**config.mk**
```make
export PLATFORM = sky130hd
export DESIGN_NAME = klk_engine
export DESIGN_NICKNAME = d
export VERILOG_FILES = /design/src/sv/klk_pkg.sv /design/src/sv/klk_engine.sv
export SDC_FILE = /design/constraint.sdc
export NUM_CORES = 1
export LEC_CHECK = 0
export ABC_AREA = 1
export BUFFER_PORTS_ARGS = -buffer_cell sky130_fd_sc_hd__buf_2
export CAP_MARGIN = 20
export CORE_UTILIZATION = 35
export CTS_CLUSTER_DIAMETER = 30
export DETAILED_ROUTE_END_ITERATION = 10
export SYNTH_ARGS = -nofsm -noshare
export SYNTH_HDL_FRONTEND = slang
export SYNTH_SLANG_ARGS = --single-unit
```
**constraint.sdc**
```tcl
create_clock -name clk -period 5.6 [get_ports clk]
set_clock_uncertainty 0.1 [all_clocks]
set_input_delay 0.56 -clock clk [delete_from_list [all_inputs] [get_ports clk]]
set_output_delay 0.56 -clock clk [all_outputs]
set_load 0.05 [all_outputs]
```
**src/sv/klk_pkg.sv**
```systemverilog
// ----------------------------------------------------------------------------
// klk_pkg: shared types and constants for the keypad code lock
// Key table, phase and event codes, decoded key and result word layouts.
// ----------------------------------------------------------------------------
package klk_pkg;

  localparam int CODE_LEN_DEF = 6;
  localparam int SCAN_W       = 8;
  localparam int SYM_W        = 4;
  localparam int MASTER_W     = 24;
  localparam int COUNT_W      = 3;

  localparam logic [MASTER_W-1:0] MASTER_RST = 24'h123456;

  localparam logic [SYM_W-1:0] SYM_ONE   = 4'd1;
  localparam logic [SYM_W-1:0] SYM_BACK  = 4'd14;
  localparam logic [SYM_W-1:0] SYM_ENTER = 4'd15;

  // Active-low row/column codes, indexed by key symbol.
  localparam logic [SCAN_W-1:0] KEY_CODES [16] = '{
    8'h77, 8'h7b, 8'h7d, 8'h7e, 8'hb7, 8'hbb, 8'hbd, 8'hbe,
    8'hd7, 8'hdb, 8'hdd, 8'hde, 8'he7, 8'heb, 8'hed, 8'hee
  };

  typedef enum logic [2:0] {
    PH_MODE, PH_ENTRY, PH_ASK, PH_NEW, PH_CONFIRM, PH_ALARM
  } phase_t;

  typedef enum logic [3:0] {
    EV_NONE, EV_ADDED, EV_REMOVED, EV_IGNORED, EV_MODE, EV_UNLOCKED,
    EV_ALARM, EV_DECLINED, EV_REKEY_OK, EV_REKEY_FAIL
  } event_t;

  typedef struct packed {
    logic             known;
    logic [SYM_W-1:0] sym;
  } key_dec_t;

  typedef struct packed {
    logic [SYM_W-1:0]   key_symbol;
    logic               key_known;
    logic [2:0]         phase;
    logic [COUNT_W-1:0] entry_count;
    logic [3:0]         event_res;
    logic               lock_open;
    logic               alarm;
  } res_t;

  // Unknown codes decode to symbol zero with known low.
  function automatic key_dec_t decode_key(logic [SCAN_W-1:0] code);
    key_dec_t d;
    d = '0;
    for (int i = 0; i < 16; i++) begin
      if (!d.known && code == KEY_CODES[i]) begin
        d.known = 1'b1;
        d.sym   = SYM_W'(i);
      end
    end
    return d;
  endfunction

endpackage

```
**src/sv/klk_engine.sv**
```systemverilog
// ----------------------------------------------------------------------------
// klk_engine: lock state and single-step update
// Decodes a key, advances the phase machine and entry buffer, builds the result.
// ----------------------------------------------------------------------------
module klk_engine import klk_pkg::*; #(
  parameter int CODE_LEN = CODE_LEN_DEF
) (
  input  logic                clk,
  input  logic                rst_n,
  input  logic                step,
  input  logic [SCAN_W-1:0]   scan_code,
  input  logic                cfg_we,
  input  logic [MASTER_W-1:0] cfg_data,
  output res_t                res
);

  localparam int CW = SYM_W * CODE_LEN;
  localparam int LW = $clog2(CODE_LEN + 1);
  localparam logic [LW-1:0] FULL = LW'(CODE_LEN);

  phase_t              phase_r, phase_nxt;
  logic [CW-1:0]       ent_r, ent_nxt;
  logic [LW-1:0]       len_r, len_nxt;
  logic [CW-1:0]       first_r, first_nxt;
  logic                mmode_r, mmode_nxt;
  logic [CW-1:0]       user_r, user_nxt;
  logic                open_r, open_nxt;
  logic                alarm_r, alarm_nxt;
  logic [MASTER_W-1:0] master_r;

  key_dec_t      dec;
  logic          is_enter;
  logic          full;
  logic          chose_one;
  logic          match_cur;
  logic          confirm_ok;
  logic [CW-1:0] master_ext;
  event_t        ev;

  assign dec        = decode_key(scan_code);
  assign is_enter   = dec.known && phase_r != PH_ALARM && dec.sym == SYM_ENTER;
  assign full       = len_r == FULL;
  // Slot zero sits in the top nibble.
  assign chose_one  = len_r != '0 && ent_r[CW-1 -: SYM_W] == SYM_ONE;
  assign master_ext = CW'(master_r);
  assign match_cur  = full && ent_r == (mmode_r ? master_ext : user_r);
  assign confirm_ok = full && ent_r == first_r;

  // Next phase.
  always_comb begin
    phase_nxt = phase_r;
    if (is_enter) begin
      case (phase_r)
        PH_MODE:    phase_nxt = PH_ENTRY;
        PH_ENTRY:   phase_nxt = match_cur ? (mmode_r ? PH_MODE : PH_ASK) : PH_ALARM;
        PH_ASK:     phase_nxt = chose_one ? PH_NEW : PH_MODE;
        PH_NEW:     phase_nxt = full ? PH_CONFIRM : PH_MODE;
        PH_CONFIRM: phase_nxt = PH_MODE;
        default:    phase_nxt = phase_r;
      endcase
    end
  end

  // Buffer, flags and event.
  always_comb begin
    ent_nxt   = ent_r;
    len_nxt   = len_r;
    first_nxt = first_r;
    mmode_nxt = mmode_r;
    user_nxt  = user_r;
    open_nxt  = open_r;
    alarm_nxt = alarm_r;
    ev        = EV_NONE;
    if (dec.known) begin
      if (phase_r == PH_ALARM) begin
        ev = EV_IGNORED;
      end else if (dec.sym == SYM_ENTER) begin
        len_nxt = '0;
        case (phase_r)
          PH_MODE: begin
            mmode_nxt = chose_one;
            open_nxt  = 1'b0;
            ev        = EV_MODE;
          end
          PH_ENTRY: begin
            if (match_cur) begin
              open_nxt = 1'b1;
              ev       = EV_UNLOCKED;
            end else begin
              open_nxt  = 1'b0;
              alarm_nxt = 1'b1;
              ev        = EV_ALARM;
            end
          end
          PH_ASK: begin
            ev = chose_one ? EV_MODE : EV_DECLINED;
          end
          PH_NEW: begin
            if (full) begin
              first_nxt = ent_r;
              ev        = EV_NONE;
            end else begin
              ev = EV_REKEY_FAIL;
            end
          end
          PH_CONFIRM: begin
            if (confirm_ok) begin
              user_nxt = ent_r;
              ev       = EV_REKEY_OK;
            end else begin
              ev = EV_REKEY_FAIL;
            end
          end
          default: ev = EV_IGNORED;
        endcase
      end else if (dec.sym == SYM_BACK) begin
        if (len_r != '0) begin
          len_nxt = len_r - 1'b1;
          ev      = EV_REMOVED;
        end else begin
          ev = EV_IGNORED;
        end
      end else if (!full) begin
        for (int i = 0; i < CODE_LEN; i++) begin
          if (len_r == LW'(i)) begin
            ent_nxt[SYM_W*(CODE_LEN-1-i) +: SYM_W] = dec.sym;
          end
        end
        len_nxt = len_r + 1'b1;
        ev      = EV_ADDED;
      end else begin
        ev = EV_IGNORED;
      end
    end
  end

  always_ff @(posedge clk) begin
    if (!rst_n) begin
      phase_r <= PH_MODE;
      len_r   <= '0;
      mmode_r <= 1'b0;
      user_r  <= '0;
      open_r  <= 1'b0;
      alarm_r <= 1'b0;
    end else if (step) begin
      phase_r <= phase_nxt;
      len_r   <= len_nxt;
      mmode_r <= mmode_nxt;
      user_r  <= user_nxt;
      open_r  <= open_nxt;
      alarm_r <= alarm_nxt;
    end
  end

  // Symbol slots are read only after being written since the last enter.
  always_ff @(posedge clk) begin
    if (step) begin
      ent_r   <= ent_nxt;
      first_r <= first_nxt;
    end
  end

  always_ff @(posedge clk) begin
    if (!rst_n) begin
      master_r <= MASTER_RST;
    end else if (cfg_we) begin
      master_r <= cfg_data;
    end
  end

  assign res.key_symbol  = dec.sym;
  assign res.key_known   = dec.known;
  assign res.phase       = phase_nxt;
  assign res.entry_count = COUNT_W'(len_nxt);
  assign res.event_res   = ev;
  assign res.lock_open   = open_nxt;
  assign res.alarm       = alarm_nxt;

  a_alarm_sticky: assert property (@(posedge clk) disable iff (!rst_n)
    alarm_r |=> alarm_r) else $error("alarm flag dropped without reset");

  a_alarm_phase: assert property (@(posedge clk) disable iff (!rst_n)
    alarm_r == (phase_r == PH_ALARM)) else $error("alarm flag and phase disagree");

  a_len_bound: assert property (@(posedge clk) disable iff (!rst_n)
    len_r <= FULL) else $error("entry count beyond code length");

  a_open_alarm: assert property (@(posedge clk) disable iff (!rst_n)
    !(open_r && alarm_r)) else $error("lock open while alarm raised");

endmodule

```
Word-level counts from Yosys, hierarchy flattened
Cells that the tools add are included.
W data, S select, Z words.
{"block": "word_totals", "register_bits": 105, "inputBits": 36, "out_inout_bits": 17, "word_cells": 150}
{"block": "op_classes", "addsub": 2, "eq_ne": 33, "n_mux": 50, "n_bitwise": 4, "reduce_logical": 47}
{"op": "$eq A8 B8 Y1 const B", "n": 12}
{"op": "$mux W5", "n": 16}
{"op": "$eq A24 B24 Y1", "n": 2}
{"op": "$reduce_and A7 Y1", "n": 6}
{"op": "$eq A8 B7 Y1 const B", "n": 4}
{"op": "$mux W3", "n": 9}
{"op": "$mux W24", "n": 1}
{"op": "$logic_and A1 B1 Y1", "n": 20}
{"op": "$mux W4", "n": 5}
{"op": "$pmux W4 S5", "n": 1}
{"op": "$eq A3 B3 Y1 const B", "n": 5}
{"op": "$logic_not A1 Y1", "n": 15}
{"op": "$pmux W3 S5", "n": 1}
{"op": "$eq A3 B2 Y1 const B", "n": 4}
{"op": "$reduce_and A6 Y1", "n": 2}
{"op": "$mux W1", "n": 11}
{"op": "$mux W2", "n": 5}
{"op": "$eq A4 B4 Y1 const B", "n": 2}
{"op": "$eq A3 B1 Y1 const B", "n": 2}
{"op": "$logic_not A3 Y1", "n": 2}
{"op": "$reduce_and A5 Y1", "n": 1}
{"op": "$eq A4 B1 Y1 const B", "n": 1}
{"op": "$not A1 Y1", "n": 4}
{"op": "$add A3 B1 Y3 const B", "n": 1}
{"op": "other kinds (4)", "n": 4}

Longest topological paths before layout
{"block": "depth", "depth_word": 52, "mapped_depth": 18, "ltp_nobuf": 17}

Least setup slack after synthesis
No wires, ideal clock.
{"block": "synth_path", "path_kind": "input to register", "start": "input scan_code[3]", "end": "register first_r[0], enable pin", "setup_ns": 0.435, "t_arrival_ns": 2.990, "required_time_ns": 5.065, "setup_slack_ns": 2.075, "stages": 7, "n_path_buf": 1, "cell_sequence": "nand2_1 > nor2_2 > inv_2 > nor2_1 > inv_1 > clkbuf_1 > nor3_1"}
{"block": "synth_between", "elab_chain_len": 49}
{"item": "from (decl)", "line": "klk_engine.sv:11", "source": "input logic [SCAN_W-1:0] scan_code,"}
{"item": "$eq A8 B7 Y1", "line": "klk_pkg.sv:54", "source": "if (!d.known && code == KEY_CODES[i]) begin"}
{"item": "$mux W5", "line": "klk_pkg.sv:54"}
{"item": "$logic_not A1 Y1", "line": "klk_pkg.sv:54"}
{"item": "$logic_and A1 B1 Y1", "line": "klk_pkg.sv:54"}
{"item": "$mux W5", "line": "klk_pkg.sv:54"}
{"item": "$logic_not A1 Y1", "line": "klk_pkg.sv:54"}
{"item": "$logic_and A1 B1 Y1", "line": "klk_pkg.sv:54"}
{"item": "$mux W5", "line": "klk_pkg.sv:54"}
{"item": "[... 33 more ...]"}
{"item": "$logic_not A1 Y1", "line": "klk_pkg.sv:54"}
{"item": "$logic_and A1 B1 Y1", "line": "klk_pkg.sv:54"}
{"item": "$mux W5", "line": "klk_pkg.sv:54"}
{"item": "$logic_not A1 Y1", "line": "klk_pkg.sv:54"}
{"item": "$logic_and A1 B1 Y1", "line": "klk_pkg.sv:54"}
{"item": "$mux W5 (*)", "line": "klk_pkg.sv:54"}
{"item": "$eq A4 B4 Y1", "line": "klk_engine.sv:77", "source": "end else if (dec.sym == SYM_ENTER) begin"}
{"item": "$reduce_and A6 Y1 (no line) (*)"}
{"item": "to (signal assigned)", "line": "klk_engine.sv:159", "source": "first_r <= first_nxt;"}
{"item": "to (decl)", "line": "klk_engine.sv:24", "source": "logic [CW-1:0] first_r, first_nxt;"}
Mark *: on every way between the ends. The rest lies on a longest branch, timed or not.
A chain may end at the register's enable or synchronous reset.

==> flow_summary.toml <==
[logic_synthesis]
synth_edf_count = 48
synth_nets = 745
netlist.area_leader.share_pct = 26.4
synthTopCellsByCount = "132 x nand2_1, 103 x nor2_1, 93 x inv_1, 57 x dfxtp_1"
yosysTopAreaCell = "edfxtp_1"
synth_flop_cell = "dfxtp_1"
netlist_area_sq_um = 5460
ys_warn_count = 0
synth_area_leaders = "edfxtp_1 26%, dfxtp_1 21%, nand2_1 9.1%, nor2_1 7.1%, inv_1 6.4%"
post-synth-top-count-cell = "nand2_1"
syn_inst = 703
avgSynthCellArea_sq_um = 7.76
synth_cell_types = 37
ys_seq_elements = 105
yosysSeqAreaShare_pct = 47.3
synthArstFlopShare_pct = 0

[cells_and_area]
area_growth_pct = 13.8
finalNonFillerCells = 937
nNetsFinal = 786
drive_gt1_share_pct = 13.4
antenna_cells = 0

[power]
ir_worst_vdd_mv = 0.159
power_leakage_nw = 2.70
powerDensity_nw_per_um2 = 262

[floorplanning]
die_w_um = 127
die_area_sq_um = 16100
die_height_um = 127
start_util_pct = 35.9
io_pins = 53
rows = 45
core_sq_um = 15200

[timing]
fin_crit_sh_pct = 74.3
fin_crit_ns = 4.16
hold_viol_final = 0
final-setup-viol-count = 0
slew_violations = 0
tns_ns = 0
fmax_ghz = 0.240
tightest_slew_ns = 0.968
rsz0062_at_grt = "false"
maxSlewHeadroom_pct = 35.4

[routing]
met2_length_mm = 5.96
wl_per_cell_um = 13.1
drtAntennaViolNets = 0
met3_wirelength_um = 435
wirelength_met1_mm = 5.77
post-route-drc-count = 0
vias = 4557
routed_via_density = 4.86
drtIter0Drc = 239
top_layer_used = "met4"
first_pass_iters = 5
wl_mm = 12.3

[critical_path]
cp.buffers_inverters = 3
crit_type = "reg -> out"
path_max_fanout = 31
worstPathArrival_ns = 3.50
end_kind = "output pin"
required_ns = 4.94
start_kind = "flop"
cp_slowest_cell = "dfxtp_1"
cp_top_family = "simple AND/OR/NAND/NOR gates"
path_cells = "inv_1 -> nand2_1 -> nand2_1 -> nand2_1 -> nand2_1 -> inv_1 -> nand3_1 -> nor4_1 -> nand3_1 -> nor2_1 -> nand2_1 -> nand2_1 -> a21oi_1 -> a21oi_1 -> buf_2"
crit_path_frequent_cell = "nand2_1"
slowest_delay_ns = 0.96

[clocking]
clock-sinks = 105
cts_root_buffer = "clkbuf_16"
cts_buffer_depth = 2
cts.htree.levels = 3
cts_made_buffers = 9
cts_hold_buf = 0
post_cts_buffers = 0
cts_tree = "built"
insertion_delay_ns = 0.34
ctsResizeCount = 0
path_clk_slew_ns = 0.07

[grt]
track_usage_pct = 16.3
grt_pass1_wl_mm = 20.8
grt-ovfl-total = 0
grt_max_degree = 49
grt_pass1_vias = 4305
antenna_found_initial = 0

[place]
gp_congestion = 0.858
io_buffers = 52
dp.cells = 920
hpwl_mm = 9.29

[worst_hold_path]
hp-class = "in -> reg"

[run]
cap_violations = 0

[run_status]
status = "complete, no violations"
[cell families after synthesis]
logic type	share of synthesized area, %
flops	47.3
buf+inv	8.92
fa+ha+maj	1.38
xor+xnor	3.37
simple gates	27.6
compound gates	11.4
[stage by stage]
stage | utilization (%) | cell area [sq um] | hold WS (ns) | total power (W) | setup WS, ns
floorplan | - | 5460 | 0.329 | 0.000924 | 2.08
CTS | 40.7 | 6190 | 0.309 | 0.00164 | 1.50
global route | 40.9 | 6210 | 0.326 | 0.00169 | 1.09
global placement | 38.5 | 5860 | 0.342 | 0.000962 | 1.87
detailed placement | 38.5 | 5860 | 0.345 | 0.000961 | 1.88
finish | 40.9 | 6210 | 0.321 | 0.00163 | 1.44
[layer usage]
| metal | GRT usage, % | vias to the layer above |
|---|---|---|
| met5 | 0 | - |
| met4 | 5.88 | 0 |
| met3 | 2.87 | 8 |
| met2 | 27.8 | 70 |
| met1 | 20.7 | 2078 |
| li1 | - | 2401 |
[final timing paths]
check	slack, ns	depth (start not counted)	to	start
hold reg to reg	0.35	2	user_r[17]	user_r[17]
setup reg to reg	2.51	16	open_r	mmode_r
setup / recovery	1.44	15	res[2]	mmode_r
hold / removal	0.32	3	master_ext[12]	cfg_data[12]
[flip-flops by register name (all words and copies together) (netlist names)]
signal      flops
alarm_r         1
phase_r         3
master_ext     24
mmode_r         1
open_r          1
user_r         24
ent_r          24
first_r        24
len_r           3
[worst reg2reg max path: stages, from the launching register on]
cell and delay [ns]:
dfxtp_1 0.96, inv_1 0.22, nand2_1 0.16, nand2_1 0.07
nand2_1 0.06, nand2_1 0.05, inv_1 0.06, nand3_1 0.07
nor4_1 0.54, nand3_1 0.20, nor2_1 0.12, nand2_1 0.09
o21ai_1 0.08, nand2_1 0.08, nand3_1 0.11, nand2_1 0.05
inv_1 0.04
[where the power goes]
group | internal, W | total (W) | switching [W]
combinational | 0.0000393 | 0.000122 | 0.0000830
clock | 0.000396 | 0.000682 | 0.000285
sequential | 0.000812 | 0.000823 | 0.0000118
[final cells by class]
cell class	instances	area, sq um
clock buffer	9	225
fill	1575	8990
clock inverter	7	103
timing repair buffer	57	318
inverter	95	357
tap	188	235
multi-input combinational	476	2390
sequential	105	2580
[placed cells by master, fill, tap and decap left out, drive strengths merged, types with 2 or more instances in the layout]
master,instances
or2,22
o2111ai,3
buf,57
a211oi,25
clkbuf,9
edfxtp,48
xnor2,5
a31oi,2
nor4,6
nor3b,3
a21oi,14
ha,6
dfxtp,57
nor3,15
nand3,38
o211ai,2
xor2,16
nand2,132
bufinv,2
nor2,104
inv,96
clkinv,4
nand4,22
o21ai,53
(Power assumes the default switching activity.)
