### config.mk
export PLATFORM = sky130hd
export DESIGN_NAME = klk_out_stage
export DESIGN_NICKNAME = d
export VERILOG_FILES = /design/src/sv/klk_pkg.sv /design/src/sv/klk_out_stage.sv
export SDC_FILE = /design/constraint.sdc
export NUM_CORES = 1
export LEC_CHECK = 0
export BUFFER_PORTS_ARGS = -buffer_cell sky130_fd_sc_hd__buf_2
export CAP_MARGIN = 30
export CORE_AREA = 2 2 42 44
export DETAILED_ROUTE_END_ITERATION = 16
export DIE_AREA = 0 0 44 46
export GPL_TIMING_DRIVEN = 1
export PLACE_DENSITY = 0.79
export SYNTH_ARGS = -nofsm -noshare
export SYNTH_HDL_FRONTEND = slang
export SYNTH_SLANG_ARGS = --single-unit
### constraint.sdc
create_clock -name clk -period 0.8 [get_ports clk]
set_input_delay 0.16 -clock clk [delete_from_list [all_inputs] [get_ports clk]]
set_output_delay 0.16 -clock clk [all_outputs]
set_load 0.005 [all_outputs]
### src/sv/klk_pkg.sv
// ----------------------------------------------------------------------------
// klk_pkg: shared types and constants for the keypad code lock
// Key table, phase and event codes, decoded key and result word layouts.
// ----------------------------------------------------------------------------
package klk_pkg;

  localparam int CODE_LEN_DEF = 6;
  localparam int SCAN_W       = 8;
  localparam int SYM_W        = 4;
  localparam int MASTER_W     = 24;
  localparam int COUNT_W      = 3;

  localparam logic [MASTER_W-1:0] MASTER_RST = 24'h123456;

  localparam logic [SYM_W-1:0] SYM_ONE   = 4'd1;
  localparam logic [SYM_W-1:0] SYM_BACK  = 4'd14;
  localparam logic [SYM_W-1:0] SYM_ENTER = 4'd15;

  // Active-low row/column codes, indexed by key symbol.
  localparam logic [SCAN_W-1:0] KEY_CODES [16] = '{
    8'h77, 8'h7b, 8'h7d, 8'h7e, 8'hb7, 8'hbb, 8'hbd, 8'hbe,
    8'hd7, 8'hdb, 8'hdd, 8'hde, 8'he7, 8'heb, 8'hed, 8'hee
  };

  typedef enum logic [2:0] {
    PH_MODE, PH_ENTRY, PH_ASK, PH_NEW, PH_CONFIRM, PH_ALARM
  } phase_t;

  typedef enum logic [3:0] {
    EV_NONE, EV_ADDED, EV_REMOVED, EV_IGNORED, EV_MODE, EV_UNLOCKED,
    EV_ALARM, EV_DECLINED, EV_REKEY_OK, EV_REKEY_FAIL
  } event_t;

  typedef struct packed {
    logic             known;
    logic [SYM_W-1:0] sym;
  } key_dec_t;

  typedef struct packed {
    logic [SYM_W-1:0]   key_symbol;
    logic               key_known;
    logic [2:0]         phase;
    logic [COUNT_W-1:0] entry_count;
    logic [3:0]         event_res;
    logic               lock_open;
    logic               alarm;
  } res_t;

  // Unknown codes decode to symbol zero with known low.
  function automatic key_dec_t decode_key(logic [SCAN_W-1:0] code);
    key_dec_t d;
    d = '0;
    for (int i = 0; i < 16; i++) begin
      if (!d.known && code == KEY_CODES[i]) begin
        d.known = 1'b1;
        d.sym   = SYM_W'(i);
      end
    end
    return d;
  endfunction

endpackage

### src/sv/klk_out_stage.sv
// ----------------------------------------------------------------------------
// klk_out_stage: result register
// Holds one result word until the sink takes it.
// ----------------------------------------------------------------------------
module klk_out_stage import klk_pkg::*; (
  input  logic clk,
  input  logic rst_n,
  input  res_t res,
  input  logic load,
  input  logic out_ready,
  output logic out_valid,
  output res_t res_r,
  output logic space
);

  logic vld_r;

  assign space     = !vld_r || out_ready;
  assign out_valid = vld_r;

  always_ff @(posedge clk) begin
    if (!rst_n) begin
      vld_r <= 1'b0;
    end else if (load) begin
      vld_r <= 1'b1;
    end else if (out_ready) begin
      vld_r <= 1'b0;
    end
  end

  always_ff @(posedge clk) begin
    if (load) begin
      res_r <= res;
    end
  end

  a_load_only_space: assert property (@(posedge clk) disable iff (!rst_n)
    $rose(vld_r) |-> $past(load)) else $error("result valid without a load");

endmodule

# Word level (Yosys, flattened, before mapping)

Cells that the tools add are included.

Add/subtract/negate cells: 0
Multiply operators: 0
Div/mod/pow operators: 0
$lt $le $gt $ge: 0
Equal/unequal tests: 0
Shift operators: 0
Multiplexer cells: 2
Bitwise logic cells: 0
Reduce and logical (&&, ||, !) cells: 3

Operator list:

| cell               | count |
|---|---|
| 1-bit 2-to-1 mux   | 2 |
| 2-bit nonzero test | 1 |
| 1-bit zero test    | 1 |
| 1-bit logical OR   | 1 |

Bits in registers: 18
Bits in latches: 0
Memory bits (writable): 0
Memory bits (read-only): 0
Bits of input ports: 21
Output and inout bits: 19
Memories: 0

# Longest topological paths before layout

Gate-level depths: netlist of the first run.

Depth after elaboration: 2
Gate-level depth with buffers: 2
Mapped depth without buffers: 2

# Worst setup path before layout of the first run

Ideal clock, no wire load.

Path type: flip-flop to flip-flop
From: register out_valid (netlist name)
To: register vld_r, in the netlist out_valid
Setup time: 66 ps
Arrival: 543 ps
Slack: 192 ps
Cell stages (with the launch flop): 3
Clock period less this slack: 608 ps
Path through: dfxtp_1 -> nand2b_4 -> a21boi_2

RTL lines:

| element              | RTL line            | source |
|---|---|---|
| end signal, assigned | klk_out_stage.sv:23 | `vld_r <= 1'b0;` |
| end signal, assigned | klk_out_stage.sv:25 | `vld_r <= 1'b1;` |
| end signal, assigned | klk_out_stage.sv:27 | `vld_r <= 1'b0;` |
| end, declared        | klk_out_stage.sv:16 | `logic vld_r;` |

# Worst setup path after layout of the first run

From: register vld_r, in the netlist out_valid
To: output port space

Longest elaborated chain between the ends: 2

Ends and longest elaborated chain:

| element          | RTL line            | source |
|---|---|---|
| 1-bit zero test  | klk_out_stage.sv:18 | `assign space = !vld_r \|\| out_ready;` |
| 1-bit logical OR | klk_out_stage.sv:18 |  |
| end, declared    | klk_out_stage.sv:13 | `output logic space` |

Every way passes these cells.

==> results of run 1 <==
[sequential cells by signal, indices dropped and copies added, names as in the netlist]
register,cells
res_r,17
out_valid,1
[synthesized netlist by cell type]
| library cell | count | area share, % |
|---|---|---|
| a21boi_2 | 1 | 2.0 |
| nand2b_4 | 1 | 2.5 |
| inv_1 | 1 | 0.67 |
| edfxtp_1 | 17 | 91 |
| dfxtp_1 | 1 | 3.6 |
[area by class of cell]
cell class / instances / area [um2]
sequential: 18 / 532
clock buffer: 4 / 26.3
multi-input combinational: 2 / 25.0
fill: 148 / 777
tap: 17 / 21.3
timing repair buffer: 41 / 229
inverter: 1 / 3.75
[layer usage]
metal,up-vias,track usage (%),wire length [um]
met3,2,9.13,219
met4,0,9.09,9
met5,-,0,0
met2,38,16.8,410
li1,170,-,-
met1,158,9.79,361
[critical path, delay by kind of cell (launching register included)]
kind          cells  cell delay, ns
flops             1            0.36
simple gates      1            0.06
buf+inv           1            0.11
[timing repair]
item,4_1_cts,5_1_grt
gates resized for setup,2,0
setup endpoints to repair,19,19
setup buffers,1,0
[cell families after synthesis]
group           count (synthesis)  synth area share (%)
compound gates                  1                  2.01
buf+inv                         1                 0.670
flops                          18                  94.9
simple gates                    1                  2.46
[final timing paths]
check                 start         to  slack [ns]  depth (start not counted)
setup / recovery  out_valid      space       -0.17                          2
hold / removal       res[2]   res_r[2]        0.04                          1
setup reg to reg  out_valid  out_valid        0.08                          3
hold reg to reg   out_valid  out_valid        0.58                          3
[power breakdown]
group          internal (mW)  leakage, nW  switching, mW
Sequential              1.11        0.175         0.0183
Clock                  0.194       0.0150          0.252
Combinational          0.102        0.186         0.0686
Total                   1.41        0.376          0.339
==> flow_metrics.env, run 1 <==
export IMPL_outcome="finished with violations"
export IMPL_violations="negative setup slack"
export IMPL_power_mw=1.74
export IMPL_grt_total_usage_pct=11.3
export IMPL_criticalPathCategory="reg2out"
export IMPL_htreeDepth=1
export IMPL_ant_nets=0
export IMPL_drtIter0Drc=0
export IMPL_hold_ws_ns=0.0413
export IMPL_setup_viol=19
export IMPL_yosysWarnings=0
export IMPL_rsz0062_at_grt="yes"
export IMPL_ctsHoldBuffers=0
export IMPL_syn_avg_cell_area_um2=26.6
export IMPL_area_delta_synth_final_pct=49.7
export IMPL_hold_path_class="in2reg"
export IMPL_ys_ff_latch=18
export IMPL_cp_end_kind="primary output"
export IMPL_viasPerCell=4.43
export IMPL_coreArea_um2=1610
export IMPL_dpl_cell_count=78
export IMPL_maxCapViolCount=0
export IMPL_fmax_mhz=1030
export IMPL_ir_drop_uv=1010
export IMPL_power_density_nw_per_um2=2080
export IMPL_cts_root_buf="clkbuf_4"
export IMPL_clock_latency_ns=0.28
export IMPL_stdcell_count=83
export IMPL_syn_inst=21
export IMPL_clk_transition_reported_paths_ns=0.10
export IMPL_io_buffers=39
export IMPL_slew_viol_final=0
export IMPL_dr_pass1_iters=1
export IMPL_die_h_um=46
export IMPL_crit_path_cell_trace="nand2b_4 > buf_6"
export IMPL_rows=15
export IMPL_cts_tree="yes"
export IMPL_chipWidth_um=44
export IMPL_clockBufferDepth=2
export IMPL_cp_arrival_ns=0.81
export IMPL_yosysUniqueCellTypes=5
export IMPL_drt_total_wl_um=1000
export IMPL_antennaDiodeCount=0
export IMPL_cts_sinks=18
export IMPL_crit_required_ns=0.64
export IMPL_synth_nets=42
export IMPL_pin_count=40
export IMPL_worst_pin_slew_ns=0.0990
export IMPL_start_util_pct=34.7
export IMPL_crit_fanout=2
export IMPL_post_place_ws_ns=0.0854
export IMPL_drc=0
export IMPL_dpl_cell_area_um2=796
export IMPL_slew_headroom_pct=93.4
export IMPL_finalWorstSetupSlack_ns=-0.168
export IMPL_cp_start_kind="flip-flop"
export IMPL_hold_violations=0
export IMPL_period_minus_slack_ns=0.968
export IMPL_grt_max_degree=19
export IMPL_utilization_pct=51.9
export IMPL_synth_seq_area_share_pct=94.9
export IMPL_grt_pass1_wl_um=1500
export IMPL_syn_cell_area_um2=559
export IMPL_slowest_stage="dfxtp_2"
export IMPL_routabilityCongestion=0.647
export IMPL_finalCritPeriodShare_pct=121
export IMPL_antenna_found_initial=0
export IMPL_drive_gt1_share_pct=71.2
export IMPL_skew_ns=0
export IMPL_layout_commonest_cell="buf_2"
export IMPL_first_global_vias=367
export IMPL_most_common_layout_cells="38 x buf_2, 17 x edfxtp_1, 3 x clkbuf_4"
export IMPL_num_vias=368
export IMPL_die_area_um2=2020
export IMPL_num_nets_final=88
export IMPL_max_stage_delay_ns=0.36
export IMPL_cts_buffers=3
export IMPL_overflow=0
export IMPL_setup_tns_ns=-2.70
export IMPL_leakage_nw=0.376
export IMPL_routedWlPerCell_um=12.1
export IMPL_final_area_um2=837
(Power assumes the default switching activity.)
==> run 2, diff against run 1 <==
clock period = 0.9 ns   (was 0.8 ns; I/O delays follow)
==> run 2 against run 1 <==
Compared with the run above: the flow still finishes with violations (negative setup slack); core utilization fell by 1.7 points; first-iteration DRC count rose by 4; cell area fell by 3.3%; wire length fell by 0.20%; global-route usage rose by 0.075 points.
==> flow_metrics.env, run 2 (same netlist as run 1, synthesis figures left out) <==
export IMPL_most_common_layout_cells="38 x buf_2, 17 x edfxtp_1, 3 x clkbuf_4"
export IMPL_worst_pin_slew_ns=0.378
export IMPL_die_area_um2=2020
export IMPL_violations="negative setup slack"
export IMPL_clockBufferDepth=2
export IMPL_dr_pass1_iters=2
export IMPL_start_util_pct=34.7
export IMPL_htreeDepth=1
export IMPL_grt_pass1_wl_um=1490
export IMPL_period_minus_slack_ns=0.992
export IMPL_first_global_vias=348
export IMPL_startpoint="out_valid"
export IMPL_pin_count=40
export IMPL_grt_busiest_layer="met2"
export IMPL_coreArea_um2=1610
export IMPL_fillers=140
export IMPL_ant_nets=0
export IMPL_cp_arrival_ns=0.81
export IMPL_cts_tree="yes"
export IMPL_slowest_stage="dfxtp_2"
export IMPL_cp_end_kind="primary output"
export IMPL_routedWlPerCell_um=12.3
export IMPL_crit_fanout=2
export IMPL_layout_commonest_cell="buf_2"
export IMPL_max_stage_delay_ns=0.36
export IMPL_cts_root_buf="clkbuf_4"
export IMPL_seqPwrFrac_pct=65.5
export IMPL_clkPwrFrac_pct=25.5
export IMPL_combPwrFrac_pct=9.0
export IMPL_slew_headroom_pct=74.8
export IMPL_setup_tns_ns=-1.10
export IMPL_post_place_ws_ns=0.0247
export IMPL_setup_viol=19
export IMPL_io_buffers=39
export IMPL_rows=15
export IMPL_crit_path_cell_trace="nand2b_4 > buf_6"
export IMPL_largest_reg_flops=17
export IMPL_sw_frac_of_total_pct=19.2
export IMPL_grt_total_usage_pct=11.3
export IMPL_grt_max_degree=19
export IMPL_hold_violations=0
export IMPL_drtIter0Drc=4
export IMPL_min_from="res[10]"
export IMPL_finalWorstSetupSlack_ns=-0.0920
export IMPL_power_switching_mw=0.294
export IMPL_p_int_mw=1.24
export IMPL_overflow=0
export IMPL_viasPerCell=4.47
export IMPL_ir_drop_uv=812
export IMPL_clk_transition_reported_paths_ns=0.09
export IMPL_crit_family="flip-flops"
export IMPL_hold_path_class="in2reg"
export IMPL_top_register="res_r"
export IMPL_crit_buf_inv=1
export IMPL_ctsHoldBuffers=0
export IMPL_grt_met1_usage_pct=10.0
export IMPL_slew_viol_final=0
export IMPL_grt_util_met2_pct=17.1
export IMPL_drc=0
export IMPL_reg2reg_from="out_valid"
export IMPL_drive_gt1_share_pct=70.3
export IMPL_rsz0062_at_grt="yes"
export IMPL_outcome="finished with violations"
export IMPL_finalCritPeriodShare_pct=110
export IMPL_cts_buffers=3
export IMPL_grt_use_met3_pct=8.73
export IMPL_antenna_found_initial=0
export IMPL_fmax_mhz=1010
export IMPL_clock_latency_ns=0.27
export IMPL_crit_required_ns=0.72
export IMPL_cts_sinks=18
export IMPL_routabilityCongestion=0.652
export IMPL_criticalPathCategory="reg2out"
export IMPL_num_vias=362
export IMPL_leakage_nw=0.362
export IMPL_cp_start_kind="flip-flop"
export IMPL_power_density_nw_per_um2=1890
export IMPL_area_delta_synth_final_pct=44.7
export IMPL_num_nets_final=86
export IMPL_drt_total_wl_um=999
export IMPL_chipWidth_um=44
export IMPL_skew_ns=0
export IMPL_die_h_um=46
export IMPL_antennaDiodeCount=0
export IMPL_maxCapViolCount=0
-- run 2: area by class of cell --
cell class,instances,area [um2],share of cell area [%]
clock buffers,4,26.3,3.25
well taps,17,21.3,2.63
multi-input cells,2,25.0,3.09
inverters,1,3.75,0.464
repair buffers,39,201,24.9
flip-flops and latches,18,532,65.7
-- run 2: what timing repair did --
item                       CTS  global route
pin swaps                    0             0
gates resized for setup      2             0
buffers inserted             0             0
cloned                       0             0
setup endpoints to repair   19            19
-- run 2: final timing paths --
check                                 end  slack (ns)  cells after the start
worst min-delay path            res_r[10]        0.07                      1
worst max register to register  out_valid        0.29                      2
worst max-delay path                space       -0.09                      2
worst min register to register  out_valid        0.50                      2
-- run 2: routing by layer --
layer  share of wire [%]  routed length [um]  vias to the layer above
li1                    -                   -                      167
met1                  38                 377                      157
met2                  41                 411                       38
met3                  21                 210                        0
met4                   0                   0                        0
met5                   0                   0                        -
-- run 2: power by group through the flow --
stage          Clock, mW  Combinational, mW  Sequential, mW
3_3_place_gp           0              0.136            1.02
6_report           0.391              0.138            1.00
3_5_place_dp           0              0.138            1.02
5_1_grt            0.448              0.152            1.01
2_1_floorplan          0            0.00913            1.03
4_1_cts            0.411              0.141            1.00
-- run 2: through the flow --
step | util (%) | total power, mW | cells | instance area, um2 | hold slack (ns)
finish | 50.2 | 1.53 | 81 | 810 | 0.0671
global route | 50.2 | 1.61 | 81 | 810 | 0.0384
CTS | 50.2 | 1.56 | 81 | 810 | 0.0545
detailed placement | 48.1 | 1.16 | 77 | 776 | 0.359
global placement | 48.1 | 1.16 | 77 | 776 | 0.356
floorplan | - | 1.04 | 21 | 559 | 0.279
==> run 3, diff against run 2 <==
CORE_AREA = 2 2 41 43   (was 2 2 42 44)
CTS_BUF_LIST = sky130_fd_sc_hd__clkbuf_8   (was unset)
DIE_AREA = 0 0 43 45   (was 0 0 44 46)
PLACE_DENSITY = 0.82   (was 0.79)
==> run 3 against run 2 <==
Compared with the run above: the flow still finishes with violations (negative setup slack); largest cell class unchanged; combinational power increased by 12%; critical path type unchanged; clock power increased by 34%; critical endpoint unchanged; via count decreased by 8.3%; register-to-register slack got worse by 0.22 ns; power increased by 9.7%; sequential share of layout area decreased by 4.0 points; non-clock buffer count increased by 3; first-iteration DRC count decreased by 75%.
==> flow_metrics.env, run 3 (same netlist as run 1, synthesis figures left out) <==
export IMPL_outcome="finished with violations"
export IMPL_violations="negative setup slack"
export IMPL_ctsHoldBuffers=0
export IMPL_antennaDiodeCount=0
export IMPL_crit_fanout=2
export IMPL_overflow=0
export IMPL_slew_headroom_pct=93.4
export IMPL_drc=0
export IMPL_clockBufferDepth=2
export IMPL_cts_sinks=18
export IMPL_rows=14
export IMPL_fmax_mhz=1080
export IMPL_hold_violations=0
export IMPL_ant_nets=0
export IMPL_cts_tree="yes"
export IMPL_power_density_nw_per_um2=1950
export IMPL_slew_viol_final=0
export IMPL_top_register="res_r"
export IMPL_skew_ns=0
export IMPL_grt_total_usage_pct=10.1
export IMPL_dr_pass1_iters=2
export IMPL_criticalPathCategory="reg2out"
export IMPL_drtIter0Drc=1
export IMPL_hold_path_class="in2reg"
export IMPL_clock_latency_ns=0.24
export IMPL_period_minus_slack_ns=0.929
export IMPL_finalWorstSetupSlack_ns=-0.0290
export IMPL_setup_tns_ns=-0.0684
export IMPL_start_util_pct=38.0
export IMPL_num_vias=332
export IMPL_cp_start_kind="flip-flop"
export IMPL_largest_reg_flops=17
export IMPL_htreeDepth=1
export IMPL_chipWidth_um=43
export IMPL_stdcell_count=83
export IMPL_leakage_nw=0.392
export IMPL_setup_viol=7
export IMPL_drt_total_wl_um=896
export IMPL_utilization_pct=58.6
export IMPL_antenna_found_initial=0
export IMPL_io_buffers=39
export IMPL_die_area_um2=1940
export IMPL_slowest_stage="dfxtp_2"
export IMPL_rsz0062_at_grt="yes"
export IMPL_post_place_ws_ns=0.166
export IMPL_grt_max_degree=19
export IMPL_max_stage_delay_ns=0.35
export IMPL_maxCapViolCount=0
export IMPL_crit_required_ns=0.72
export IMPL_final_area_um2=862
export IMPL_routedWlPerCell_um=10.8
export IMPL_cts_root_buf="clkbuf_8"
export IMPL_routabilityCongestion=0.631
export IMPL_cts_buffers=3
export IMPL_coreArea_um2=1470
export IMPL_clk_transition_reported_paths_ns=0.06
export IMPL_ir_drop_uv=1130
export IMPL_hold_ws_ns=0.110
export IMPL_crit_path_cell_trace="nand2b_4 > buf_6"
export IMPL_crit_family="flip-flops"
export IMPL_fillers=124
export IMPL_finalCritPeriodShare_pct=103
export IMPL_most_common_layout_cells="38 x buf_2, 17 x edfxtp_1, 3 x clkbuf_8"
export IMPL_crit_buf_inv=1
export IMPL_pin_count=40
export IMPL_worst_pin_slew_ns=0.0988
export IMPL_die_h_um=45
export IMPL_first_global_vias=318
export IMPL_cp_end_kind="primary output"
export IMPL_dpl_cell_count=77
export IMPL_drive_gt1_share_pct=71.6
export IMPL_num_nets_final=89
export IMPL_dpl_cell_area_um2=795
export IMPL_viasPerCell=4.00
export IMPL_grt_pass1_wl_um=1380
export IMPL_area_delta_synth_final_pct=54.1
export IMPL_cp_arrival_ns=0.75
export IMPL_power_mw=1.68
export IMPL_layout_commonest_cell="buf_2"
==> run 3: cell types whose count changed in the layout (fill, tap and decap cells not counted) <==
cell | before | now
clkbuf_4 | 3 | 0
buf_12 | 0 | 1
clkbuf_8 | 0 | 3
clkbuf_1 | 1 | 0
inv_1 | 1 | 2
buf_4 | 0 | 2
==> run 3: where the power goes <==
group	internal [mW]	switching, mW	total [mW]
Combinational	0.0927	0.0613	0.154
Sequential	0.988	0.0131	1.00
Clock	0.301	0.224	0.525
Total	1.38	0.298	1.68
==> run 3: final timing paths <==
check            start  slack, ns  depth (start not counted)        end
min reg2reg  out_valid       0.66                          4  out_valid
max          out_valid      -0.03                          2      space
min             res[5]       0.11                          1   res_r[5]
max reg2reg  out_valid       0.07                          4  out_valid
==> run 3: worst register-to-register path: cells and delay by family (launching register included) <==
family          cells  cell delay [ns]
simple gates        1             0.06
buf+inv             2             0.24
compound gates      1             0.11
flops               1             0.35
==> run 3: per-layer routing <==
metal	vias up	GRT usage, %	share of wire (%)
li1	172	-	-
met1	138	12.4	41
met2	20	14.8	47
met3	2	4.80	12
met4	0	5.45	0.45
met5	-	0	0
==> run 3: what timing repair did <==
action,in CTS,in global routing
setup buffers,1,1
endpoints found under the setup margin,18,19
gates resized for setup,2,0
pin swaps,0,0
==> run 3: final cells by class <==
| cell class | instances | area [um2] | area share [%] |
|---|---|---|---|
| Clock buffer | 3 | 41.3 | 4.79 |
| Clock inverter | 1 | 3.75 | 0.435 |
| Inverter | 1 | 3.75 | 0.435 |
| Multi-Input combinational cell | 2 | 25.0 | 2.90 |
| Sequential cell | 18 | 532 | 61.7 |
| Tap cell | 16 | 20.0 | 2.32 |
| Timing Repair Buffer | 42 | 236 | 27.4 |
