--- src/sv/klk_pkg.sv ---
// ----------------------------------------------------------------------------
// klk_pkg: shared types and constants for the keypad code lock
// Key table, phase and event codes, decoded key and result word layouts.
// ----------------------------------------------------------------------------
package klk_pkg;

  localparam int CODE_LEN_DEF = 6;
  localparam int SCAN_W       = 8;
  localparam int SYM_W        = 4;
  localparam int MASTER_W     = 24;
  localparam int COUNT_W      = 3;

  localparam logic [MASTER_W-1:0] MASTER_RST = 24'h123456;

  localparam logic [SYM_W-1:0] SYM_ONE   = 4'd1;
  localparam logic [SYM_W-1:0] SYM_BACK  = 4'd14;
  localparam logic [SYM_W-1:0] SYM_ENTER = 4'd15;

  // Active-low row/column codes, indexed by key symbol.
  localparam logic [SCAN_W-1:0] KEY_CODES [16] = '{
    8'h77, 8'h7b, 8'h7d, 8'h7e, 8'hb7, 8'hbb, 8'hbd, 8'hbe,
    8'hd7, 8'hdb, 8'hdd, 8'hde, 8'he7, 8'heb, 8'hed, 8'hee
  };

  typedef enum logic [2:0] {
    PH_MODE, PH_ENTRY, PH_ASK, PH_NEW, PH_CONFIRM, PH_ALARM
  } phase_t;

  typedef enum logic [3:0] {
    EV_NONE, EV_ADDED, EV_REMOVED, EV_IGNORED, EV_MODE, EV_UNLOCKED,
    EV_ALARM, EV_DECLINED, EV_REKEY_OK, EV_REKEY_FAIL
  } event_t;

  typedef struct packed {
    logic             known;
    logic [SYM_W-1:0] sym;
  } key_dec_t;

  typedef struct packed {
    logic [SYM_W-1:0]   key_symbol;
    logic               key_known;
    logic [2:0]         phase;
    logic [COUNT_W-1:0] entry_count;
    logic [3:0]         event_res;
    logic               lock_open;
    logic               alarm;
  } res_t;

  // Unknown codes decode to symbol zero with known low.
  function automatic key_dec_t decode_key(logic [SCAN_W-1:0] code);
    key_dec_t d;
    d = '0;
    for (int i = 0; i < 16; i++) begin
      if (!d.known && code == KEY_CODES[i]) begin
        d.known = 1'b1;
        d.sym   = SYM_W'(i);
      end
    end
    return d;
  endfunction

endpackage

--- src/sv/klk_in_stage.sv ---
// ----------------------------------------------------------------------------
// klk_in_stage: input register
// Holds one scan code word until the engine consumes it.
// ----------------------------------------------------------------------------
module klk_in_stage import klk_pkg::*; (
  input  logic              clk,
  input  logic              rst_n,
  input  logic              in_valid,
  output logic              in_ready,
  input  logic [SCAN_W-1:0] in_code,
  input  logic              adv,
  output logic              stg_vld,
  output logic [SCAN_W-1:0] stg_code
);

  logic              vld_r;
  logic [SCAN_W-1:0] code_r;

  // Take a new word when empty or when the held one leaves this cycle.
  assign in_ready = !vld_r || adv;

  always_ff @(posedge clk) begin
    if (!rst_n) begin
      vld_r <= 1'b0;
    end else if (in_valid && in_ready) begin
      vld_r <= 1'b1;
    end else if (adv) begin
      vld_r <= 1'b0;
    end
  end

  always_ff @(posedge clk) begin
    if (in_valid && in_ready) begin
      code_r <= in_code;
    end
  end

  assign stg_vld  = vld_r;
  assign stg_code = code_r;

endmodule

--- config.mk ---
export PLATFORM = sky130hd
export DESIGN_NAME = klk_in_stage
export DESIGN_NICKNAME = d
export VERILOG_FILES = /design/src/sv/klk_pkg.sv /design/src/sv/klk_in_stage.sv
export SDC_FILE = /design/constraint.sdc
export NUM_CORES = 1
export LEC_CHECK = 0
export ABC_CLOCK_PERIOD_IN_PS = 1160
export BUFFER_PORTS_ARGS = -buffer_cell sky130_fd_sc_hd__buf_2
export CORE_AREA = 3 3 40 42
export CTS_CLUSTER_SIZE = 16
export DETAILED_ROUTE_END_ITERATION = 8
export DIE_AREA = 0 0 43 45
export PLACE_DENSITY = 0.62
export SYNTH_ARGS = -nofsm -noshare
export SYNTH_HDL_FRONTEND = slang
export SYNTH_SLANG_ARGS = --single-unit
--- constraint.sdc ---
create_clock -name clk -period 1.16 [get_ports clk]
set_clock_uncertainty 0.15 [all_clocks]
set_input_delay 0.232 -clock clk [delete_from_list [all_inputs] [get_ports clk]]
set_output_delay 0.232 -clock clk [all_outputs]
set_load 0.01 [all_outputs]
-- Word level (Yosys, flattened, before mapping)
Cells that the tools add are included.
- word-level logic and storage cells: 8
- output and inout bits: 10
- register bits: 9
- mux-type cells: 2
- reduce and logical (&&, ||, !) cells: 4
- operators by type and width (cell ; count):
    1-bit two-way mux ; 2
    2-bit nonzero test ; 1
    1-bit logical AND ; 1
    1-bit zero test ; 1
    1-bit logical OR ; 1

-- Logic depth before layout (Yosys ltp)
Gate-level depths: netlist of run 1.
- depth after elaboration: 4
- mapped depth: 2

-- Least setup slack after synthesis of run 1
OpenSTA, ideal clock, no wires.
- kind: reg-to-reg
- start: register vld_r, in the netlist stg_vld
- end: register code_r[0], in the netlist stg_code[0] (enable)
- path slack: 78 ps
- data arrival time: 633 ps
- period minus slack after synthesis: 1082 ps
- cell stages (with the launch flop): 3
- library setup time: 300 ps
- cells stage by stage: dfxtp_1 -> nand2b_4 -> and2_4
- longest elaborated chain between the ends: 3
- RTL lines (item ; RTL line ; RTL):
    from (decl) ; klk_in_stage.sv:16 ; logic vld_r;
    from (signal assigned) ; klk_in_stage.sv:24 ; vld_r <= 1'b0;
    from (signal assigned) ; klk_in_stage.sv:26 ; vld_r <= 1'b1;
    from (signal assigned) ; klk_in_stage.sv:28 ; vld_r <= 1'b0;
    1-bit zero test ; klk_in_stage.sv:20 ; assign in_ready = !vld_r || adv;
    1-bit logical OR ; klk_in_stage.sv:20 ;
    named net in_ready ; klk_in_stage.sv:9 ; output logic in_ready,
    1-bit logical AND ; klk_in_stage.sv:33 ; if (in_valid && in_ready) begin
    to (signal assigned) ; klk_in_stage.sv:34 ; code_r <= in_code;
    to (decl) ; klk_in_stage.sv:17 ; logic [SCAN_W-1:0] code_r;
The timed path passes the listed nets, and every way through them passes these cells.
A chain may end at the register's enable or synchronous reset.

-- Worst setup path after layout of run 1
- start: register vld_r, in the netlist stg_vld
- end: output port in_ready
- longest elaborated chain between the ends: 2
- RTL lines (item ; RTL line):
    1-bit zero test ; klk_in_stage.sv:20
    1-bit logical OR ; klk_in_stage.sv:20
    to (decl) ; klk_in_stage.sv:9
Every way passes these cells.

==> results of run 1 <==
routing by layer:
metal  global-route usage, %  routed length, um
met1                    6.33                265
met2                    9.88                263
met3                    5.18                102
met4                    5.42                  0
met5                       0                  0
power by group through the flow:
stage	Sequential, mW	Combinational, mW	Clock, mW
after floorplan	0.399	0.0161	0
after global placement	0.387	0.0649	0
after detailed placement	0.387	0.0664	0
after CTS	0.381	0.0735	0.238
after global routing	0.383	0.0998	0.257
final	0.381	0.0922	0.228
per-stage QoR:
| step | TNS (ps) | instance area [um2] | total power [mW] | hold slack [ps] |
|---|---|---|---|---|
| finish | -2.02 | 548 | 0.701 | 18.1 |
| global route | -193 | 548 | 0.739 | 2.37 |
| CTS | -19.9 | 473 | 0.693 | 4.88 |
| detailed placement | 0 | 422 | 0.454 | 261 |
| global placement | 0 | 422 | 0.452 | 261 |
| floorplan | 0 | 298 | 0.415 | 181 |
cell usage in the layout, fill, tap and decap left out:
cell / instances
buf_2: 20
edfxtp_1: 8
dlygate4sd3_1: 7
clkbuf_4: 3
buf_4: 3
nand2b_4: 1
and2_4: 1
inv_1: 1
a21boi_2: 1
clkbuf_1: 1
buf_6: 1
dfxtp_2: 1
sequential cells by signal, summed over array words and instances (netlist names):
register and count:
stg_code 8, stg_vld 1
cell type report:
class	count	share of cell area, %
clock buffer	4	4.79
inverter	1	0.685
multi-input combinational	3	6.16
sequential	9	47.7
tap	15	3.42
timing repair buffer	31	37.2
worst max-delay path by stage:
stage                        endpoint  slack, ps  cells past startpoint
after global routing         in_ready        -40                      2
after floorplan           stg_code[0]         80                      2
after detailed placement  stg_code[6]         80                      3
after global placement    stg_code[0]         90                      3
final                        in_ready         -2                      2
after CTS                 stg_code[3]        -10                      1
kinds of logic (layout without fill, tap and decap cells):
kind of cell / after synthesis / count (layout) / synth area share (%)
AND/OR/NAND/NOR: 2 / 2 / 7.56
AO/OA/AOI/OAI: 1 / 1 / 3.78
buffers and inverters: 1 / 36 / 1.26
flip-flops: 9 / 9 / 87.4
what timing repair did:
item	4_1_cts	5_1_grt
endpoints found under the hold margin	1	6
resized for setup	2	0
setup buffers	1	2
hold buffers	1	6
setup endpoints to repair	3	7
worst register-to-register path, stage by stage (launching register included):
cell	delay, ps
dfxtp_2	330
nand2b_4	70
buf_4	100
and2_4	190
==> impl_metrics.yaml, run 1 <==
placed_design:
  pre_cts_ws_ps: 79.6
  dp.cells: 49
  gp_congestion: 0.609
  port_buffers: 21
clocking:
  cts_tree: "done"
  cts-root-buf: "clkbuf_4"
  cts_made_buffers: 3
  clk_pin_slew_ps: 60
  clk_path_buf_depth: 2
  h-tree-depth: 1
  insertion_delay_ps: 250
  clock-sinks: 9
floorplanning:
  die_y_um: 45
  num_rows: 13
  start_util_pct: 23.2
  dieArea_mm2: 0.00194
  ioPinCount: 22
  core-area_mm2: 0.00128
  die_w_um: 43
global_routing:
  grt_pass1_wl_um: 855
  grt_overflow_total: 0
  grt_use_total_pct: 6.77
  grt_antenna_before_repair: 0
  grt_max_degree: 9
  first_global_vias: 205
route:
  first_pass_iters: 4
  viasPerCell: 3.57
  drc: 0
  wirelength_um: 630
  wl_per_cell_um: 10.0
  dr_total_vias: 225
  initialDrtViolationCount: 1
  ant_nets: 0
synth:
  synth_edf_count: 8
  yosysTopAreaCell: "edfxtp_1"
  async_flop_share_pct: 0
  synth-main-ff-cell: "edfxtp_1"
  syn_inst: 13
  ys_warn_count: 0
  seq_area_frac_synth_pct: 87.4
  yosysMostFrequentCell: "edfxtp_1"
  synth_area_leaders: "edfxtp_1, dfxtp_1, nand2b_4"
  syn_area_per_cell_um2: 22.9
  ys_types: 6
  synth_area_um2: 298
  syn_nets: 25
  ys_seq_elements: 9
  yosys.area.top_type_share_pct: 80.7
critical_path:
  path_buf_inv: 1
  cp.arrival_ps: 780
  max_stage_delay_ps: 350
  worstSetupPathType: "flop to output port"
  crit_slowest_cell: "dfxtp_2"
  cp-startpoint: "stg_vld"
  end_kind: "output port"
  cp-start-kind: "flop"
  critical-path-top-delay-family: "flip-flops"
  crit_chain: "nand2b_4 > buf_6"
  reg2regPathDepth: 3
  crit_fanout: 3
  required_ps: 780
  r2r_start: "stg_vld"
  r2r-end: "stg_code[0]"
  rrSetupSlack_ps: 20
cells_and_area:
  multiInputGateArea_um2: 33.8
  seqCellArea_um2: 262
  drive_gt1_share_pct: 64.6
  final_nets: 61
  stdcell_count: 63
  num-fill-cells: 124
  utilization_pct: 42.6
  diodes: 0
  area_growth_pct: 84.0
sta:
  setup_ws_ps: -2.02
  rsz0062_at_grt: "true"
  tightest_slew_ps: 110
  final_max_slew_viol_count: 0
  fmax_mhz: 861
  slew_headroom_pct: 92.7
  final_hold_viol_count: 0
  setup_viol: 1
  min_period_ps: 1160
  post-route-period-util_pct: 100
min_path:
  hp-start: "in_code[3]"
  min_path_cells: 1
  hold_path_class: "primary input to flop"
  min_to: "stg_code[3]"
run_status:
  outcome: "finished, violations left"
  violations: "negative setup slack"
power_and_ir_drop:
  power.share.clock_pct: 32.5
  vdd_drop_max_mv: 0.444
  p_int_mw: 0.563
  power.switching_mw: 0.138
  seq_power_share_pct: 54.3
  combPwrFrac_pct: 13.2
  power_leakage_nw: 0.249
  switching_share_pct: 19.7
  power_density_mw_per_mm2: 1280
run:
  maxCapViolCount: 0
Note: power is estimated with default switching activity, not from simulation.
==> run 2, diff against run 1 <==
--- a/config.mk
+++ b/config.mk
@@ -11,6 +11,7 @@
 export CTS_CLUSTER_SIZE = 16
 export DETAILED_ROUTE_END_ITERATION = 8
 export DIE_AREA = 0 0 43 45
+export HOLD_SLACK_MARGIN = 0.03
 export PLACE_DENSITY = 0.62
 export SYNTH_ARGS = -nofsm -noshare
 export SYNTH_HDL_FRONTEND = slang
==> run 2 against run 1 <==
- the run still ends with negative setup slack left
- maximum frequency is 0.24% lower
- combinational power is 2.7% higher
- critical path depth unchanged
- largest cell class unchanged
- via count up 2.7%
- hold slack improved by 39 ps
- core utilization rose by 0.78 points
- register-to-register slack hardly changed
- sequential share of layout area is 0.86 points lower
- non-clock buffer count increased by 1
- critical endpoint unchanged
- die area did not move
- setup slack worse by 2.8 ps
==> impl_metrics.yaml, run 2 (same netlist as run 1, synthesis figures left out) <==
critical_path:
  reg2regPathDepth: 3
  worstSetupPathType: "flop to output port"
  crit_fanout: 3
  crit_slowest_cell: "dfxtp_2"
  crit_chain: "nand2b_4 > buf_6"
  end_kind: "output port"
  critical-path-top-delay-family: "flip-flops"
  rrSetupSlack_ps: 20
  cp.arrival_ps: 780
  cp-startpoint: "stg_vld"
  required_ps: 780
  cp-start-kind: "flop"
  path_buf_inv: 1
  r2r_start: "stg_vld"
  max_stage_delay_ps: 350
  r2r-end: "stg_code[0]"
floorplanning:
  ioPinCount: 22
  start_util_pct: 23.2
  dieArea_mm2: 0.00194
  die_w_um: 43
  die_y_um: 45
  num_rows: 13
  core-area_mm2: 0.00128
cells_and_area:
  final_area_um2: 558
  final_nets: 62
  area_growth_pct: 87.4
  largest_register_ffs: 8
  stdcell_count: 64
  diodes: 0
  final_cell_mix: "buf_2, dlygate4sd3_1, edfxtp_1"
  layout_commonest_cell: "buf_2"
  drive_gt1_share_pct: 63.3
route:
  wl_per_cell_um: 10.1
  viasPerCell: 3.61
  first_pass_iters: 4
  wirelength_met1_um: 263
  top_layer: "met3"
  drc: 0
  dr_wl_met2_um: 278
  wl_met3_um: 102
  wirelength_um: 645
  initialDrtViolationCount: 1
  dr_total_vias: 231
  ant_nets: 0
global_routing:
  grt_max_degree: 9
  first_global_vias: 221
  grt_antenna_before_repair: 0
  grt_pass1_wl_um: 897
  grt_overflow_total: 0
  grt_use_total_pct: 7.03
power_and_ir_drop:
  power_leakage_nw: 0.253
  vdd_drop_max_mv: 0.444
  power_density_mw_per_mm2: 1260
sta:
  setup_viol: 1
  final_hold_viol_count: 0
  final_max_slew_viol_count: 0
  post-route-period-util_pct: 100
  min_period_ps: 1160
  setup_ws_ps: -4.84
  slew_headroom_pct: 92.7
  tns_ps: -4.84
  fmax_mhz: 858
  rsz0062_at_grt: "true"
  tightest_slew_ps: 110
clocking:
  cts_made_buffers: 3
  cts_tree: "done"
  cts-root-buf: "clkbuf_4"
  h-tree-depth: 1
  insertion_delay_ps: 250
  clk_path_buf_depth: 2
  clk_pin_slew_ps: 60
  clock-sinks: 9
placed_design:
  port_buffers: 21
  dpl-instance-area_um2: 422
  dp.cells: 49
  gp_congestion: 0.609
run_status:
  outcome: "finished, violations left"
  violations: "negative setup slack"
min_path:
  min_to: "stg_vld"
  min_path_cells: 2
  hp-start: "rst_n"
  hold_path_class: "primary input to flop"
run:
  maxCapViolCount: 0
-- run 2: cell types whose count changed in the layout (fill, tap and decap cells not counted) --
cell           before  now
dlygate4sd3_1       7    8
-- run 2: stage by stage --
stage	hold WS [ps]	power, mW	util (%)	setup WS, ps
global placement	261	0.452	32.8	89.0
floorplan	181	0.415	-	77.8
detailed placement	261	0.454	32.8	79.6
CTS	48.2	0.711	42.3	-10.3
global route	67.3	0.742	43.4	-49.2
finish	57.6	0.704	43.4	-4.84
-- run 2: how the worst max path moves through the flow --
stage | to | cells past startpoint
6_report | in_ready | 2
5_1_grt | in_ready | 2
4_1_cts | stg_code[3] | 1
3_5_place_dp | stg_code[6] | 3
3_3_place_gp | stg_code[0] | 3
2_1_floorplan | stg_code[0] | 2
-- run 2: what timing repair did --
action	in CTS	in global routing
setup endpoints to repair	3	7
endpoints found under the hold margin	8	0
resized for setup	2	0
gates cloned	0	0
buffers inserted	1	2
hold buffers	8	0
pin swaps	0	0
-- run 2: layout make-up --
type | instances | area, um2
timing repair buffer | 32 | 214
tap | 15 | 18.8
sequential | 9 | 262
clock buffer | 4 | 26.3
inverter | 1 | 3.75
fill | 122 | 727
multi-input combinational | 3 | 33.8
-- run 2: power breakdown --
| group | leakage, nW | internal [mW] | switching (mW) |
|---|---|---|---|
| clock network | 0.0150 | 0.132 | 0.0963 |
| registers | 0.0860 | 0.376 | 0.00535 |
| logic | 0.152 | 0.0582 | 0.0365 |
-- run 2: per-layer routing --
metal	GRT usage [%]	vias up
li1	-	118
met1	7.09	94
met2	10.5	19
met3	4.38	0
met4	5.42	0
met5	0	-
==> run 3, diff against run 2 <==
--- a/config.mk
+++ b/config.mk
@@ -5,6 +5,7 @@
 export SDC_FILE = /design/constraint.sdc
 export NUM_CORES = 1
 export LEC_CHECK = 0
+export ABC_AREA = 1
 export ABC_CLOCK_PERIOD_IN_PS = 1160
 export BUFFER_PORTS_ARGS = -buffer_cell sky130_fd_sc_hd__buf_2
 export CORE_AREA = 3 3 40 42
@@ -12,7 +13,7 @@
 export DETAILED_ROUTE_END_ITERATION = 8
 export DIE_AREA = 0 0 43 45
 export HOLD_SLACK_MARGIN = 0.03
-export PLACE_DENSITY = 0.62
+export PLACE_DENSITY = 0.61
 export SYNTH_ARGS = -nofsm -noshare
 export SYNTH_HDL_FRONTEND = slang
 export SYNTH_SLANG_ARGS = --single-unit
==> run 3 against run 2 <==
- the flow still finishes with violations (negative setup slack)
- core utilization is 0.39 points higher
- power is 0.31% lower
- largest cell class unchanged
- critical endpoint unchanged
- hold slack worse by 5.9 ps
- cell area is 0.90% higher
- register-to-register slack better by 20 ps
- sequential power hardly changed
==> impl_metrics.yaml, run 3 <==
synth:
  synth_common_cells: "edfxtp_1, inv_1"
  seq_area_frac_synth_pct: 89.3
  async_flop_share_pct: 0
  ys_warn_count: 0
  synth-main-ff-cell: "edfxtp_1"
  synth_area_leaders: "edfxtp_1, dfxtp_1, a21oi_2"
  ys_types: 7
  syn_area_per_cell_um2: 19.4
  yosys.area.top_type_share_pct: 82.4
  ys_seq_elements: 9
  yosysTopAreaCell: "edfxtp_1"
  synth_edf_count: 8
  synth_area_um2: 292
  syn_nets: 27
  syn_inst: 15
  yosysMostFrequentCell: "edfxtp_1"
floorplanning:
  start_util_pct: 22.7
  die_w_um: 43
  dieArea_mm2: 0.00194
  num_rows: 13
  core-area_mm2: 0.00128
  die_y_um: 45
  ioPinCount: 22
global_routing:
  grt_antenna_before_repair: 0
  grt_use_total_pct: 8.36
  first_global_vias: 231
  grt_pass1_wl_mm: 1.04
  grt_overflow_total: 0
  grt_max_degree: 9
route:
  dr_total_vias: 239
  viasPerCell: 3.68
  first_pass_iters: 2
  ant_nets: 0
  drc: 0
  wirelength_um: 672
  initialDrtViolationCount: 1
  wl_per_cell_um: 10.3
cells_and_area:
  final_nets: 63
  drive_gt1_share_pct: 62.0
  stdcell_count: 65
  largest_register_ffs: 8
  layout_commonest_cell: "buf_2"
  area_growth_pct: 93.1
  final_cell_mix: "buf_2, dlygate4sd3_1, edfxtp_1"
  diodes: 0
critical_path:
  end_kind: "output port"
  cp-start-kind: "flop"
  worstSetupPathType: "flop to output port"
  required_ps: 780
  crit_fanout: 3
  cp.arrival_ps: 780
placed_design:
  dp.cells: 51
  pre_cts_ws_ps: 49.6
  port_buffers: 21
  gp_congestion: 0.624
sta:
  tightest_slew_ps: 286
  final_hold_viol_count: 0
  min_period_ps: 1170
  holdWs_ps: 51.6
  final_max_slew_viol_count: 0
  rsz0062_at_grt: "true"
  setup_viol: 1
  setup_ws_ps: -6.42
  fmax_mhz: 857
  post-route-period-util_pct: 101
  tns_ps: -6.42
  slew_headroom_pct: 80.9
clocking:
  cts_tree: "done"
  h-tree-depth: 1
  cts-root-buf: "clkbuf_4"
  cts_made_buffers: 3
  clk_pin_slew_ps: 60
  clock-sinks: 9
  insertion_delay_ps: 250
  clk_path_buf_depth: 2
power_and_ir_drop:
  finalPower_mw: 0.701
  power_leakage_nw: 0.257
  vdd_drop_max_mv: 0.447
  power_density_mw_per_mm2: 1250
run_status:
  outcome: "finished, violations left"
  violations: "negative setup slack"
run:
  maxCapViolCount: 0
min_path:
  hold_path_class: "primary input to flop"
run 3: final timing paths:
kind / slack [ps] / end / cells past startpoint / startpoint
max: -6 / in_ready / 2 / stg_vld
min: 50 / stg_vld / 3 / rst_n
max reg2reg: 40 / stg_code[7] / 1 / stg_vld
min reg2reg: 500 / stg_code[4] / 1 / stg_vld
run 3: timing repair:
item                                   4_1_cts  5_1_grt
gates resized for setup                      4        0
hold buffers                                 8        0
pin swaps                                    1        0
buffers inserted                             1        1
endpoints found under the hold margin        8        0
setup endpoints to repair                    4        9
run 3: metrics by stage:
stage                     util [%]  instance area, um2
after floorplan                  -                 303
after global placement        33.2                 427
after detailed placement      33.2                 427
after CTS                     43.2                 556
after global routing          43.8                 563
final                         43.8                 563
run 3: cell families (layout without fill, tap and decap cells):
family	Yosys count	count (layout)	share of synthesized area, %
compound gates	2	2	4.72
buf+inv	3	38	3.86
flops	9	9	89.3
simple gates	1	1	2.15
run 3: area by class of cell:
| class | count | area, um2 |
|---|---|---|
| Inverter | 3 | 11.3 |
| Multi-Input combinational cell | 3 | 36.3 |
| Sequential cell | 9 | 264 |
| Timing Repair Buffer | 31 | 206 |
| Fill cell | 144 | 722 |
| Tap cell | 15 | 18.8 |
| Clock buffer | 4 | 26.3 |
run 3: where the power goes:
part / leakage (nW) / switching, mW / internal, mW
Clock: 0.0150 / 0.0931 / 0.131
Combinational: 0.155 / 0.0406 / 0.0542
Sequential: 0.0863 / 0.00736 / 0.375
Total: 0.257 / 0.141 / 0.560
run 3: metal layers:
| metal | GRT usage, % | up-vias | wire length (um) |
|---|---|---|---|
| met5 | 0 | - | 0 |
| met4 | 7.23 | 0 | 0 |
| met1 | 9.80 | 94 | 312 |
| li1 | - | 123 | - |
| met3 | 5.98 | 0 | 103 |
| met2 | 9.88 | 22 | 256 |
run 3: critical path, cell delays in order (launching register included):
cell and delay, ps:
dfxtp_4 370, nand2_4 50, buf_6 110
